[src/rtl/core/ppc_div.sv]
// fraction step divider: floor(num * 2^FB / den), one quotient bit per cycle
// relies on the quotient never exceeding 2^FB; no package use
module ppc_div #(
	parameter int LB = 32,
	parameter int FB = 16
) (
	input  logic          clk,
	input  logic          arst_n,
	input  logic          start,
	input  logic [31:0]   num,
	input  logic [LB-1:0] den,
	output logic          done,
	output logic [FB:0]   quot
);

	localparam int CW  = (LB > 32) ? LB : 32;
	localparam int NW  = $clog2(FB + 2);

	logic [CW-1:0] half;
	logic [LB-1:0] rem_q;
	logic [LB-1:0] den_q;
	logic          nb_q;
	logic [NW-1:0] cnt_q;
	logic          busy_q;
	logic [LB:0]   trial;
	logic          ge;

	assign half  = CW'(num >> 1);
	assign trial = {rem_q, nb_q};
	assign ge    = trial >= {1'b0, den_q};

	always_ff @(posedge clk or negedge arst_n) begin
		if (!arst_n) begin
			busy_q <= 1'b0;
			done   <= 1'b0;
			cnt_q  <= '0;
		end else begin
			done <= 1'b0;
			if (start) begin
				busy_q <= 1'b1;
				cnt_q  <= NW'(FB + 1);
				rem_q  <= half[LB-1:0];
				den_q  <= den;
				nb_q   <= num[0];
				quot   <= '0;
			end else if (busy_q) begin
				// remaining dividend bits after the first are zero
				nb_q  <= 1'b0;
				rem_q <= ge ? LB'(trial - {1'b0, den_q}) : trial[LB-1:0];
				quot  <= {quot[FB-1:0], ge};
				cnt_q <= cnt_q - 1'b1;
				if (cnt_q == NW'(1)) begin
					busy_q <= 1'b0;
					done   <= 1'b1;
				end
			end
		end
	end

endmodule

[config.mk]
export PLATFORM = sky130hd
export DESIGN_NAME = ppc_div
export DESIGN_NICKNAME = d
export VERILOG_FILES = /design/src/rtl/core/ppc_div.sv
export SDC_FILE = /design/constraint.sdc
export NUM_CORES = 1
export LEC_CHECK = 0
export BUFFER_PORTS_ARGS = -buffer_cell sky130_fd_sc_hd__buf_4
export CAP_MARGIN = 20
export CORE_UTILIZATION = 58
export DETAILED_ROUTE_END_ITERATION = 16
export HOLD_SLACK_MARGIN = 0.03
export PLACE_DENSITY = 0.92
export RECOVER_POWER = 25
export SYNTH_ARGS = -nofsm -noshare
export SYNTH_HDL_FRONTEND = slang
export SYNTH_SLANG_ARGS = --single-unit
export TNS_END_PERCENT = 10
[constraint.sdc]
create_clock -name clk -period 3.5 [get_ports clk]
set_clock_uncertainty 0.1 [all_clocks]
set_input_delay 1.05 -clock clk [delete_from_list [all_inputs] [get_ports clk]]
set_output_delay 1.05 -clock clk [all_outputs]
set_load 0.005 [all_outputs]
## Yosys cells after proc, flatten, opt, wreduce, memory -nomap -nowiden

Index checks and enable logic that the tools add are counted.

- $add $sub $neg: 2
- Order comparisons: 1
- Equality and inequality tests: 1
- Muxes and demuxes: 14
- Reduce and logical (&&, ||, !) cells: 3

Operator list:

| operator | number |
|---|---|
| $mux 32 | 2 |
| $ge 33x32->1 | 1 |
| $sub 32x32->32 | 1 |
| $mux 31 | 1 |
| $mux 17 | 1 |
| $mux 5 | 2 |
| $mux 1 | 8 |
| $eq 5x1->1 const B | 1 |
| $sub 5x1->5 const B | 1 |
| $reduce_and 2->1 | 2 |
| $reduce_bool 2->1 | 1 |

- Bits in registers: 89
- Input bits: 67
- Output and inout port bits: 18
- Word-level logic and storage cells: 29

## Depth between registers and ports, before layout

Gate-level depths: netlist of run 1.

- Depth in word-level cells: 4
- Gate-level depth with buffers: 14
- Depth with buffers taken out: 12

## Worst setup path before layout of run 1

Ideal clock, no wire load.

- Path type: input port to flip-flop
- Start: in start
- End: reg nb_q, enable pin
- Library setup time: 0.425 ns
- Arrival: 2.893 ns
- Required time: 2.975 ns
- Slack: 0.082 ns
- Stages on the path: 3
- Buffers on the path: 1
- Path through: clkbuf_1 -> nor2_1 -> nor2b_1

- Word-level cells in the longest chain between the ends: 2

Ends and longest elaborated chain:

| item | line | text |
|---|---|---|
| from (decl) | 9 | `input logic start,` |
| $reduce_bool 2->1 (no source line) | -- |  |
| $reduce_and 2->1 (no source line) | -- |  |
| to (signal assigned) | 44 | `nb_q <= num[0];` |
| to (decl) | 22 | `logic nb_q;` |

No other way between the ends.
A chain may end at the register's enable or synchronous reset.

## Worst setup path after layout of run 1

- Start: reg rem_q[15]
- End: reg rem_q[31], data pin

- Word-level cells in the longest chain between the ends: 3
- Elaborated cells on any way between the ends: 4
- Those cells by class: add/sub: 1; order compare: 1; mux: 2

Ends and longest elaborated chain:

| item | line | text |
|---|---|---|
| from (decl) | 20 | `logic [LB-1:0] rem_q;` |
| from (signal assigned) | 42 | `rem_q <= half[LB-1:0];` |
| from (signal assigned) | 49 | `rem_q <= ge ? LB'(trial - {1'b0, den_q}) : trial[LB-1:0];` |
| $sub 32x32->32 / $ge 33x32->1 (equally long branches) | 49, 30 |  |
| $mux 32 * | 49 |  |
| $mux 32 * | 46 | `end else if (busy_q) begin` |

Every way passes the cells marked *; elsewhere a longest branch is shown, timed or not. The select of a mux whose other input is x is not followed.

==> metrics list, run 1 <==
- For this design the ratio of total power to cell area is 590.8 mW/mm^2.
- Horizontal die dimension: 101.0 um
- Worst-Skew Late Latency: 380 ps
- In this run the worst hold path is classified as reg2reg.
- The first global-routing pass estimated 21620 um of wire.
- TritonCTS buffer count: 9
- In this run the register-to-register setup slack is 260 ps.
* TritonCTS clock tree: done
- After detailed routing, the average wire length per cell comes to about 17 um.
* Hold violation count in the final report: 0
* Area of all placed cells without fillers: 0.006616 mm^2
- Reg2reg end: rem_q[31]
* Post-synth top area share: 0.4331
- Arrival time reported for the critical path endpoint: 3360 ps
- Setup repair after global routing left no endpoint under its margin.
* Gate count of the mapped netlist: 570
- # port buffers: between 80 and 90
* Instance area after placement: 0.006424 mm^2
- Counting flops and latches in the post-synthesis netlist gives 89.
- The synthesized design contains 82 enable-type register cells.
- Number of nets with antenna violations after routing: 0
- The most used flip-flop cell after synthesis is sky130_fd_sc_hd__edfxtp_1.
- CP Class: reg2reg
- Final setup TNS: 0 ps
- Cell area after technology mapping: 0.005685 mm^2
- Share of synthesized registers carrying an async set or reset: 0.07865
* Std cell rows: 35
- The startpoint identified for the worst register-to-register timing path is rem_q[15].
- Achievable clock frequency: 309.0 MHz
- The initial utilization of the core area, before any placement, comes to 0.6067.
- At the end of the flow the core is filled with cells to 0.7060.
- After detailed routing, the number of vias per cell comes to between 5 and 6.
* Final antenna diode count: 0
* Period utilization: 0.9246
- Of the cells placed in the final design, the portion with a size suffix greater than 1 is 0.2003.
* Number of buffers inserted by hold repair at cts: 0
- GRT overflow: 0
- Count of unresolved DRC violations after routing: 0
* Synth area leader: sky130_fd_sc_hd__edfxtp_1
- Entering global routing, the biggest net connects 38 pins.
- Die Height: slightly above 100 um
- Tightest Pin Transition: 1409 ps
- Post-Route WL: 13210 um
- At the placement stage, the worst setup path has a slack of roughly 370 ps.
- The synthesized netlist contains 62 unique library cells.
- Non-filler cells in the finished layout: 783
- Warning count from the yosys run: 0
- The critical path ends at rem_q[31].
- The tool flagged a number of max-cap violations equal to 0.
- Buffers added to address setup during post-CTS repair amount to 0.
- The run finished with clean final reports.
- After clock tree synthesis, the clock-pin slew on the worst setup and hold paths is 100 ps.
- The core region is 0.009371 mm^2.
* Average instance area after synthesis: 9.974 um^2
* Worst max-slew margin expressed relative to the limit: 0.06090
* DP Wirelength: 9558 um
* Crit path capture type: register
- Main area contributors after synthesis: sky130_fd_sc_hd__edfxtp_1 (43%), sky130_fd_sc_hd__ha_1 (7.5%), sky130_fd_sc_hd__a21oi_1 (4.0%)
- No sink is reached through more buffers than the 2 on the longest clock path.
* CTS H-tree depth: 3
- Counting cells, the worst reg-to-reg path comes to 11.
* Number of inserted filler cells in the final layout: 694
* Final RePlAce weighted congestion: 0.9567
* 1st-pass router iterations: 5
- Detailed routing inserted a total of 4655 vias.
- After the first detailed-routing iteration, the DRC count stood at 266.
- In this run the static leakage power is 2.951 nW.
* Net count after synthesis: 672
- Category of the worst setup path launch point: register
* Via count of the first global-routing pass: 4493
- The net count of the finished layout is 751.
* Worst Path Required: 3630 ps
- IR Drop Worst-Case VDD: ~0.29 mV
- By instance count, the leading cell after synthesis is sky130_fd_sc_hd__edfxtp_1.
* Final setup slack of the worst path: between 200 and 300 ps
- The commonest cells after synthesis are sky130_fd_sc_hd__edfxtp_1 (82), sky130_fd_sc_hd__nand2_1 (57), sky130_fd_sc_hd__nor2_1 (57).
- Pin placement for this block handled 85 I/O pins.
- Biggest fanout along the worst timing path: 19
- The number of slew-limit violations in the final report is 0.
- Relative to the synthesized area, the layout overhead comes to 16.37%.
* Crit path time final: between 3000 and 4000 ps
* Clock Sink Count: a little under 90
- Die Outline Area: between 0.01 and 0.015 mm^2
- Part of the Yosys area used for sequential elements: 0.4639
* Count of endpoints failing setup in the final report: 0
- Number of placed instances, taps included: about 770
* Root buffer cell: sky130_fd_sc_hd__clkbuf_8
* Post-CTS Resized: 0
- Critical path launch point: rem_q[15]
- For this run, the total global-route usage over all layers was measured as 0.2749.
- Number of antenna violations at the first check in global routing: 0
placed cells by master (no fill, tap or decap), types with 6 or more instances in the layout:
master	netlist	final
sky130_fd_sc_hd__edfxtp_1	82	82
sky130_fd_sc_hd__buf_4	2	62
sky130_fd_sc_hd__nand2_1	57	57
sky130_fd_sc_hd__nor2_1	57	57
sky130_fd_sc_hd__a21oi_1	46	46
sky130_fd_sc_hd__inv_1	44	44
sky130_fd_sc_hd__ha_1	34	34
sky130_fd_sc_hd__clkbuf_4	0	32
sky130_fd_sc_hd__o21ai_0	30	30
sky130_fd_sc_hd__mux2i_1	21	21
sky130_fd_sc_hd__a21o_1	17	17
sky130_fd_sc_hd__o21ai_1	14	14
sky130_fd_sc_hd__xor2_1	14	14
sky130_fd_sc_hd__xnor2_1	12	12
sky130_fd_sc_hd__a22o_1	9	9
sky130_fd_sc_hd__clkbuf_8	0	9
sky130_fd_sc_hd__nor3_1	8	8
sky130_fd_sc_hd__nand3_1	7	7
sky130_fd_sc_hd__dfrtp_1	7	7
sky130_fd_sc_hd__a31oi_1	6	6
metrics by stage:
| stage | power [mW] | hold WS (ps) |
|---|---|---|
| finish | 3.909 | 475.3 |
| CTS | 3.893 | 452.2 |
| detailed placement | 3.175 | 433.5 |
| floorplan | 2.772 | 380.4 |
| global placement | 3.084 | 398.4 |
| global route | 4.142 | 523.8 |
cell families after synthesis:
| kind of cell | Yosys count | share of synthesized area |
|---|---|---|
| compound gates | 158 | 0.1829 |
| buf+inv | 71 | 0.05435 |
| mux | 23 | 0.04093 |
| simple gates | 168 | 0.1395 |
| xor+xnor | 26 | 0.04005 |
| fa+ha+maj | 35 | 0.07835 |
| flops | 89 | 0.4639 |
state kept, by name (all words and copies together), names as in the netlist:
signal	flops
busy_q	1
cnt_q	5
den_q	32
done	1
nb_q	1
quot	17
rem_q	32
how the worst min path moves through the flow:
stage / startpoint / to / cells after the start
after global placement: cnt_q[4] / cnt_q[4] / 2
after CTS: arst_n / cnt_q[0] / 1
after floorplan: cnt_q[4] / cnt_q[4] / 2
final: cnt_q[4] / cnt_q[4] / 2
after detailed placement: cnt_q[4] / cnt_q[4] / 2
after global routing: cnt_q[4] / cnt_q[4] / 2
layout make-up:
cell class | count | area, um^2 | share of cell area
clock buffer | 9 | 123.9 | 0.01872
clock inverter | 7 | 72.57 | 0.01097
inverter | 44 | 165.2 | 0.02496
multi-input combinational | 410 | 2746 | 0.4151
sequential | 89 | 2638 | 0.3986
tap | 129 | 161.4 | 0.02439
timing repair buffer | 95 | 709.4 | 0.1072
routing by layer:
| layer | vias up | share of wire | track usage |
|---|---|---|---|
| li1 | 2215 | - | - |
| met1 | 2184 | 0.42 | 0.3547 |
| met2 | 228 | 0.49 | 0.4668 |
| met3 | 28 | 0.064 | 0.04092 |
| met4 | 0 | 0.023 | 0.1081 |
| met5 | - | 0 | 0 |
worst max-delay path, cell delays in order (launching register included):
cell	delay, ps
sky130_fd_sc_hd__edfxtp_1	400
sky130_fd_sc_hd__ha_1	440
sky130_fd_sc_hd__a21oi_1	240
sky130_fd_sc_hd__o21ai_1	140
sky130_fd_sc_hd__a22o_1	260
sky130_fd_sc_hd__nor2_1	200
sky130_fd_sc_hd__a21oi_2	110
sky130_fd_sc_hd__nor2_4	460
sky130_fd_sc_hd__buf_4	310
sky130_fd_sc_hd__nor2_1	70
sky130_fd_sc_hd__mux2_2	260
sky130_fd_sc_hd__nor2_1	110
power breakdown:
group	total [mW]	switching, mW	internal, mW	leakage [nW]
clock	0.720	0.441	0.279	0.0966
combinational	1.69	0.979	0.716	1.97
sequential	1.49	0.116	1.38	0.885
Power figures use the tool's default switching activity.
==> inputs of run 2 (changes only) <==
--- a/config.mk
+++ b/config.mk
@@ -7,12 +7,12 @@
 export LEC_CHECK = 0
 export BUFFER_PORTS_ARGS = -buffer_cell sky130_fd_sc_hd__buf_4
 export CAP_MARGIN = 20
-export CORE_UTILIZATION = 58
+export CORE_UTILIZATION = 60
+export CTS_BUF_LIST = sky130_fd_sc_hd__clkbuf_2
 export DETAILED_ROUTE_END_ITERATION = 16
 export HOLD_SLACK_MARGIN = 0.03
-export PLACE_DENSITY = 0.92
+export PLACE_DENSITY = 0.94
 export RECOVER_POWER = 25
 export SYNTH_ARGS = -nofsm -noshare
 export SYNTH_HDL_FRONTEND = slang
 export SYNTH_SLANG_ARGS = --single-unit
-export TNS_END_PERCENT = 10
==> metrics list, run 2 (same netlist as run 1, synthesis figures left out) <==
- Run status: completed (unchanged)
- The CTS root buffer is sky130_fd_sc_hd__clkbuf_2 (was sky130_fd_sc_hd__clkbuf_8).
- Die Outline Area: 0.009869 mm^2 (was 0.01020 mm^2)
* Std cell rows: 35 (unchanged)
- Worst Path Required: 3760 ps (was 3630 ps)
* Layout Nets: 750 (was 751)
- 1st-pass router iterations: 5 (unchanged)
- Via count of the first global-routing pass: 4637 (was 4493)
- The element type at the critical path start was a register (unchanged).
* Most used cells in the layout excluding fill and tap cells: sky130_fd_sc_hd__edfxtp_1 (82), sky130_fd_sc_hd__buf_4 (60), sky130_fd_sc_hd__nand2_1 (57), sky130_fd_sc_hd__nor2_1 (57), sky130_fd_sc_hd__a21oi_1 (46) (was sky130_fd_sc_hd__edfxtp_1 (82), sky130_fd_sc_hd__buf_4 (62), sky130_fd_sc_hd__nand2_1 (57), sky130_fd_sc_hd__nor2_1 (57), sky130_fd_sc_hd__a21oi_1 (46))
- The post-detailed-routing wire length is 13010 um (was 13210 um).
- CTS H-tree depth: 3 (unchanged)
- The post-CTS resize count was 0 (unchanged).
- Mean routed wirelength per cell: 17.03 um (was 16.87 um)
- Clock Sink Count: 89 (unchanged)
* Biggest fanout along the worst timing path: 4 (was 19)
- Clk slew on worst S/H paths: 290 ps (was 100 ps)
- Total power of the final layout: 3.752 mW (was 3.909 mW)
- The number of slew-limit violations in the final report was 0 (unchanged).
- The number of top-level design ports came to 85 (unchanged).
- Violation count after the first detailed-route iteration: 397 (was 266)
* Arrival time reported for the critical path endpoint: 3430 ps (was 3360 ps)
- The detailed-placement wirelength estimate was 9557 um (was 9558 um).
* Horizontal die dimension: 99.35 um (was 101.0 um)
- GRT overflow: 0 (unchanged)
- Global-route wire length before repair: 21610 um (was 21620 um)
- The transition at the pin with the smallest max-transition slack was 1411 ps (was 1409 ps).
* Registers with the most flip-flops: den_q: 32 flops, rem_q: 32 flops, quot: 17 flops (unchanged)
- Worst max-slew margin expressed relative to the limit: 0.05948 (was 0.06090)
- RSZ-0062 raised after global routing: false (unchanged).
- The number of inserted filler cells in the final layout was 711 (was 694).
* Die Height: 99.35 um (was 101.0 um)
* Effective utilization at floorplan: 0.6182 (was 0.6067)
- The final core area utilization was 0.7097 (was 0.7060).
* IR Drop Worst-Case VDD: 0.3216 mV (was 0.2950 mV)
- The clock latency at the later pin of the worst-skew pair is 640 ps (was 380 ps).
- The leading cell type in the layout, fill and taps excluded is sky130_fd_sc_hd__edfxtp_1 (unchanged).
- The worst flop-to-flop path startpoint is rem_q[6] (was rem_q[15]).
* HP Start: den[14] (was cnt_q[4])
- Achievable clock frequency: 315.2 MHz (was 309.0 MHz)
- Number of nets with antenna violations after routing: 0 (unchanged)
- # port buffers: 84 (unchanged)
- Power per unit of standard cell area: 574.9 mW/mm^2 (was 590.8 mW/mm^2)
- Total number of vias: 4612 (was 4655)
* Count of endpoints failing setup in the final report: 0 (unchanged)
- The summed negative setup slack over all endpoints was 0 ps (unchanged).
- The count of maximum capacitance violations came to 0 (unchanged).
* Clk buf depth: 2 (unchanged)
- The routed via count divided by cell count came to 6.037 (was 5.945).
- The minimum period implied by the final worst setup slack was 3172 ps (was 3236 ps).
* Crit path capture type: register (unchanged)
- The area growth from synthesis to layout came to 14.79% (was 16.37%).
* Period utilization: 0.9063 (was 0.9246)
* Total routing resource utilization after global routing: 0.2805 (was 0.2749)
* Hold violation count in the final report: 0 (unchanged)
- The weighted congestion reported at the end of routability-driven placement came to 0.9960 (was 0.9567).
* TritonCTS buffer count: 9 (unchanged)
* Standby leakage power: 2.931 nW (was 2.951 nW)
- Number of buffers inserted by hold repair at cts: 0 (unchanged)
* CP Class: reg2reg (unchanged)
- The number of design rule violations left after detail routing is 0 (unchanged).
- The count of inserted antenna diode cells came to 0 (unchanged).
* Maximum number of pins on one net before global-route repair: 39 (was 38)
* Number of setup buffers added after CTS: 0 (unchanged)
* TritonCTS clock tree: done (unchanged)
- The number of antenna violations at the first check in global routing is 0 (unchanged).
* Critical path launch point: rem_q[6] (was rem_q[15])
- Placeable core area: 0.009196 mm^2 (was 0.009371 mm^2)
- The share of cells above drive strength 1 was 0.1991 (was 0.2003).
- Type of the most critical hold path: in2reg (was reg2reg)
run 2: metal layers:
metal | up-vias | global-route usage | routed length [um]
met2 | 165 | 0.4760 | 6531
met4 | 0 | 0.1131 | 267
li1 | 2217 | - | -
met1 | 2202 | 0.3517 | 5503
met3 | 28 | 0.05833 | 708
met5 | - | 0 | 0
run 2: critical path, stage by stage (launching register included):
cell	delay, ps
sky130_fd_sc_hd__edfxtp_1	470
sky130_fd_sc_hd__ha_1	380
sky130_fd_sc_hd__a21oi_2	190
sky130_fd_sc_hd__nor3b_1	380
sky130_fd_sc_hd__a211oi_2	180
sky130_fd_sc_hd__nor4_2	480
sky130_fd_sc_hd__nor2_1	140
sky130_fd_sc_hd__a31oi_1	250
sky130_fd_sc_hd__mux2i_1	250
sky130_fd_sc_hd__a221oi_2	80
run 2: cell type report:
class | instances | area, um^2 | area share
sequential | 89 | 2638 | 0.4041
tap | 111 | 138.9 | 0.02128
clock buffer | 10 | 50.05 | 0.007669
multi-input combinational | 410 | 2746 | 0.4208
clock inverter | 6 | 73.82 | 0.01131
timing repair buffer | 94 | 714.4 | 0.1095
inverter | 44 | 165.2 | 0.02531
run 2: power by group:
| group | switching (mW) | internal (mW) |
|---|---|---|
| clock network | 0.390 | 0.179 |
| logic | 0.981 | 0.720 |
| registers | 0.106 | 1.38 |
| total | 1.48 | 2.28 |
run 2: final timing paths:
| check | end | slack, ps | cells past startpoint |
|---|---|---|---|
| max in group asynchronous | cnt_q[2] | 1910 | 1 |
| min in group asynchronous | cnt_q[0] | 590 | 1 |
| worst min-delay path | den_q[14] | 470 | 1 |
| worst min register to register | cnt_q[4] | 480 | 2 |
| worst max-delay path | rem_q[18] | 330 | 9 |
| worst max register to register | rem_q[18] | 330 | 9 |
run 2: per-stage QoR:
| step | std cells | setup slack (ps) | instance area (um^2) | hold WS [ps] |
|---|---|---|---|---|
| after global routing | 764 | 113.6 | 6526 | 458.3 |
| final | 764 | 327.8 | 6526 | 473.0 |
| after detailed placement | 748 | 445.1 | 6406 | 423.2 |
| after CTS | 764 | 366.2 | 6530 | 154.2 |
| after floorplan | 570 | 82.39 | 5685 | 380.4 |
| after global placement | 748 | 498.4 | 6406 | 401.3 |
==> inputs of run 3 (changes only) <==
==> constraint.sdc (replaced) <==
create_clock -name clk -period 3.57 [get_ports clk]
set_clock_uncertainty 0.1 [all_clocks]
set_input_delay 1.071 -clock clk [delete_from_list [all_inputs] [get_ports clk]]
set_output_delay 1.071 -clock clk [all_outputs]
set_load 0.005 [all_outputs]
==> metrics list, run 3 (same netlist as run 1, synthesis figures left out) <==
- Most used cells in the layout excluding fill and tap cells: sky130_fd_sc_hd__edfxtp_1 (82), sky130_fd_sc_hd__buf_4 (62), sky130_fd_sc_hd__nand2_1 (57), sky130_fd_sc_hd__nor2_1 (57), sky130_fd_sc_hd__a21oi_1 (46) (was sky130_fd_sc_hd__edfxtp_1 (82), sky130_fd_sc_hd__buf_4 (60), sky130_fd_sc_hd__nand2_1 (57), sky130_fd_sc_hd__nor2_1 (57), sky130_fd_sc_hd__a21oi_1 (46)).
- The static leakage is 2.921 nW (was 2.931 nW).
- The routed via count divided by cell count was 6.101 (was 6.037).
- The leading cell type in the layout, fill and taps excluded is sky130_fd_sc_hd__edfxtp_1 (unchanged).
* Arrival time reported for the critical path endpoint: 3350 ps (was 3430 ps)
* Area taken by multi-input logic gates: 0.002746 mm^2 (unchanged)
- Violation count after the first detailed-route iteration: 376 (was 397)
- Type of the most critical hold path: reg2reg (was in2reg)
- The post-route total power is 3.647 mW (was 3.752 mW).
- The master of the slowest instance on the critical path is sky130_fd_sc_hd__edfxtp_1 (was sky130_fd_sc_hd__nor4_2).
* Std cell rows: 35 (unchanged)
- The average wire per standard cell came to 16.79 um (was 17.03 um).
* Via count of the first global-routing pass: 4548 (was 4637)
* RSZ-0062 raised after global routing: false (unchanged)
- Run status: completed (unchanged)
- The clock latency at the later pin of the worst-skew pair was 590 ps (was 640 ps).
- Worst Path Required: 3810 ps (was 3760 ps)
- The biggest cell delay along the critical path was 480 ps (about the same).
* Horizontal die dimension: 99.35 um (unchanged)
- The transition at the pin with the smallest max-transition slack came to 1377 ps (was 1411 ps).
- Global-route wire length before repair: 21070 um (was 21610 um)
- The post-CTS resize count is 0 (unchanged).
- Worst R2R Path Depth: 11 (was 9)
* Final hold slack: 486.2 ps (was 473.0 ps)
- The final core area utilization was 0.7086 (was 0.7097).
- The family with the most delay on the worst path is compound AO/OA/AOI/OAI gates (was simple AND/OR/NAND/NOR gates).
* Critical path buffers and inverters: 1 (was 0)
- Top Ports: 85 (unchanged)
- The summed negative setup slack over all endpoints is 0 ps (unchanged).
- The initial cell density of the core is 0.6182 (unchanged).
- In this design, the critical path's most frequently occurring cell is sky130_fd_sc_hd__a21o_1.
- The detailed-placement wirelength estimate came to 9319 um (was 9557 um).
- Die Height: 99.35 um (unchanged)
* Final Max Tran Viols: 0 (unchanged)
- Number of buffers inserted by hold repair at cts: 0 (unchanged)
- The TritonCTS clock tree is done (unchanged).
* Final RePlAce weighted congestion: 0.9337 (was 0.9960)
- Final antenna diode count: 0 (unchanged)
- Worst hold path stage count: 2 (was 1)
- Period utilization: 0.8688 (was 0.9063)
* Cells traversed along the worst timing path: ha_1 -> a21o_1 -> a21o_1 -> a21oi_1 -> o21ai_1 -> a21o_1 -> nor2_4 -> buf_4 -> nor2b_1 -> mux2i_1 -> a221oi_2 (was ha_1 -> a21oi_2 -> nor3b_1 -> a211oi_2 -> nor4_2 -> nor2_1 -> a31oi_1 -> mux2i_1 -> a221oi_2)
- The maximum frequency from static timing analysis came to 322.4 MHz (was 315.2 MHz).
- The cell area power density is 559.7 mW/mm^2 (was 574.9 mW/mm^2).
- Registers with the most flip-flops: den_q: 32 flops, rem_q: 32 flops, quot: 17 flops (unchanged)
* Category of the worst setup path launch point: register (unchanged)
* Post-Route WL: 12840 um (was 13010 um)
* Crit path capture type: register (unchanged)
- Number of inserted filler cells in the final layout: 651 (was 711)
- Placeable core area: 0.009196 mm^2 (unchanged)
- Die Outline Area: 0.009869 mm^2 (unchanged)
- The number of design rule violations left after detail routing was 0 (unchanged).
- TritonCTS buffer count: 9 (unchanged)
- The logic depth of the worst setup path including buffers was 11 (was 9).
- Post-synthesis to final-layout area growth: 14.61% (was 14.79%)
* IR Drop Worst-Case VDD: 0.2834 mV (was 0.3216 mV)
- Hold violation count in the final report: 0 (unchanged)
- Clk buf depth: 2 (unchanged)
- Sequential cell area in the final layout: 0.002638 mm^2 (unchanged)
* Number of nets with antenna violations after routing: 0 (unchanged)
- CTS H-tree depth: 3 (unchanged)
- Max cap viols: 0 (unchanged)
- The maximum fanout count along the critical path was 17 (was 4).
- Maximum number of pins on one net before global-route repair: 60 (was 39)
- Count of endpoints failing setup in the final report: 0 (unchanged)
- The number of antenna violations at the first check in global routing came to 0 (unchanged).
* Layout Nets: 751 (was 750)
- Total number of vias: 4667 (was 4612)
- Crit path time final: 3102 ps (was 3172 ps)
* Fraction of layout instances using a drive strength above 1: 0.2003 (was 0.1991)
* Clock Sink Count: 89 (unchanged)
- The detailed-router iteration count before antenna repair is 6 (was 5).
* Root buffer cell: sky130_fd_sc_hd__clkbuf_2 (unchanged)
* Clk slew on worst S/H paths: 310 ps (was 290 ps)
* Total routing resource utilization after global routing: 0.2708 (was 0.2805)
* # port buffers: 84 (unchanged)
- CP Class: reg2reg (unchanged)
- The remaining max-slew budget at the tightest pin is 0.08204 (was 0.05948).
- The number of post-CTS setup repair buffers came to 0 (unchanged).
- The total congestion overflow after global routing came to 0 (unchanged).
## run 3: area by class of cell
type,count,share of cell area
Timing Repair Buffer,95,0.1089
Clock inverter,7,0.01133
Multi-Input combinational cell,410,0.4215
Tap cell,111,0.02131
Inverter,44,0.02535
Clock buffer,9,0.006912
Sequential cell,89,0.4048
## run 3: path summary, 6_finish.rpt
check                                from         to  slack (ps)
worst min register to register   cnt_q[4]   cnt_q[4]         490
worst max-delay path            rem_q[25]  rem_q[18]         470
max in group asynchronous          arst_n       done        1930
min in group asynchronous          arst_n   cnt_q[2]         610
worst min-delay path             cnt_q[4]   cnt_q[4]         490
worst max register to register  rem_q[25]  rem_q[18]         470
## run 3: per-layer routing
| metal | vias to the layer above | track usage | wire length [um] |
|---|---|---|---|
| met5 | - | 0 | 0 |
| met4 | 0 | 0.1063 | 345 |
| met3 | 39 | 0.04638 | 885 |
| met2 | 223 | 0.4583 | 6276 |
| met1 | 2187 | 0.3484 | 5336 |
| li1 | 2218 | - | - |
## run 3: power by group
part / switching (mW) / internal (mW) / total [mW]
clock: 0.411 / 0.114 / 0.525
combinational: 0.969 / 0.703 / 1.67
sequential: 0.100 / 1.35 / 1.45
## run 3: stage by stage
stage | area [um^2] | std cells | setup WS (ps)
final | 6516 | 765 | 468.5
after global routing | 6516 | 765 | 247.1
after CTS | 6520 | 765 | 476.6
after detailed placement | 6401 | 749 | 543.0
after global placement | 6401 | 749 | 654.6
after floorplan | 5685 | 570 | 131.4
## run 3: worst min-delay path: cells and delay by family (launching register included)
family	cells	cell delay (ps)
AND/OR/NAND/NOR	1	60
XOR/XNOR	1	80
flip-flops	1	450
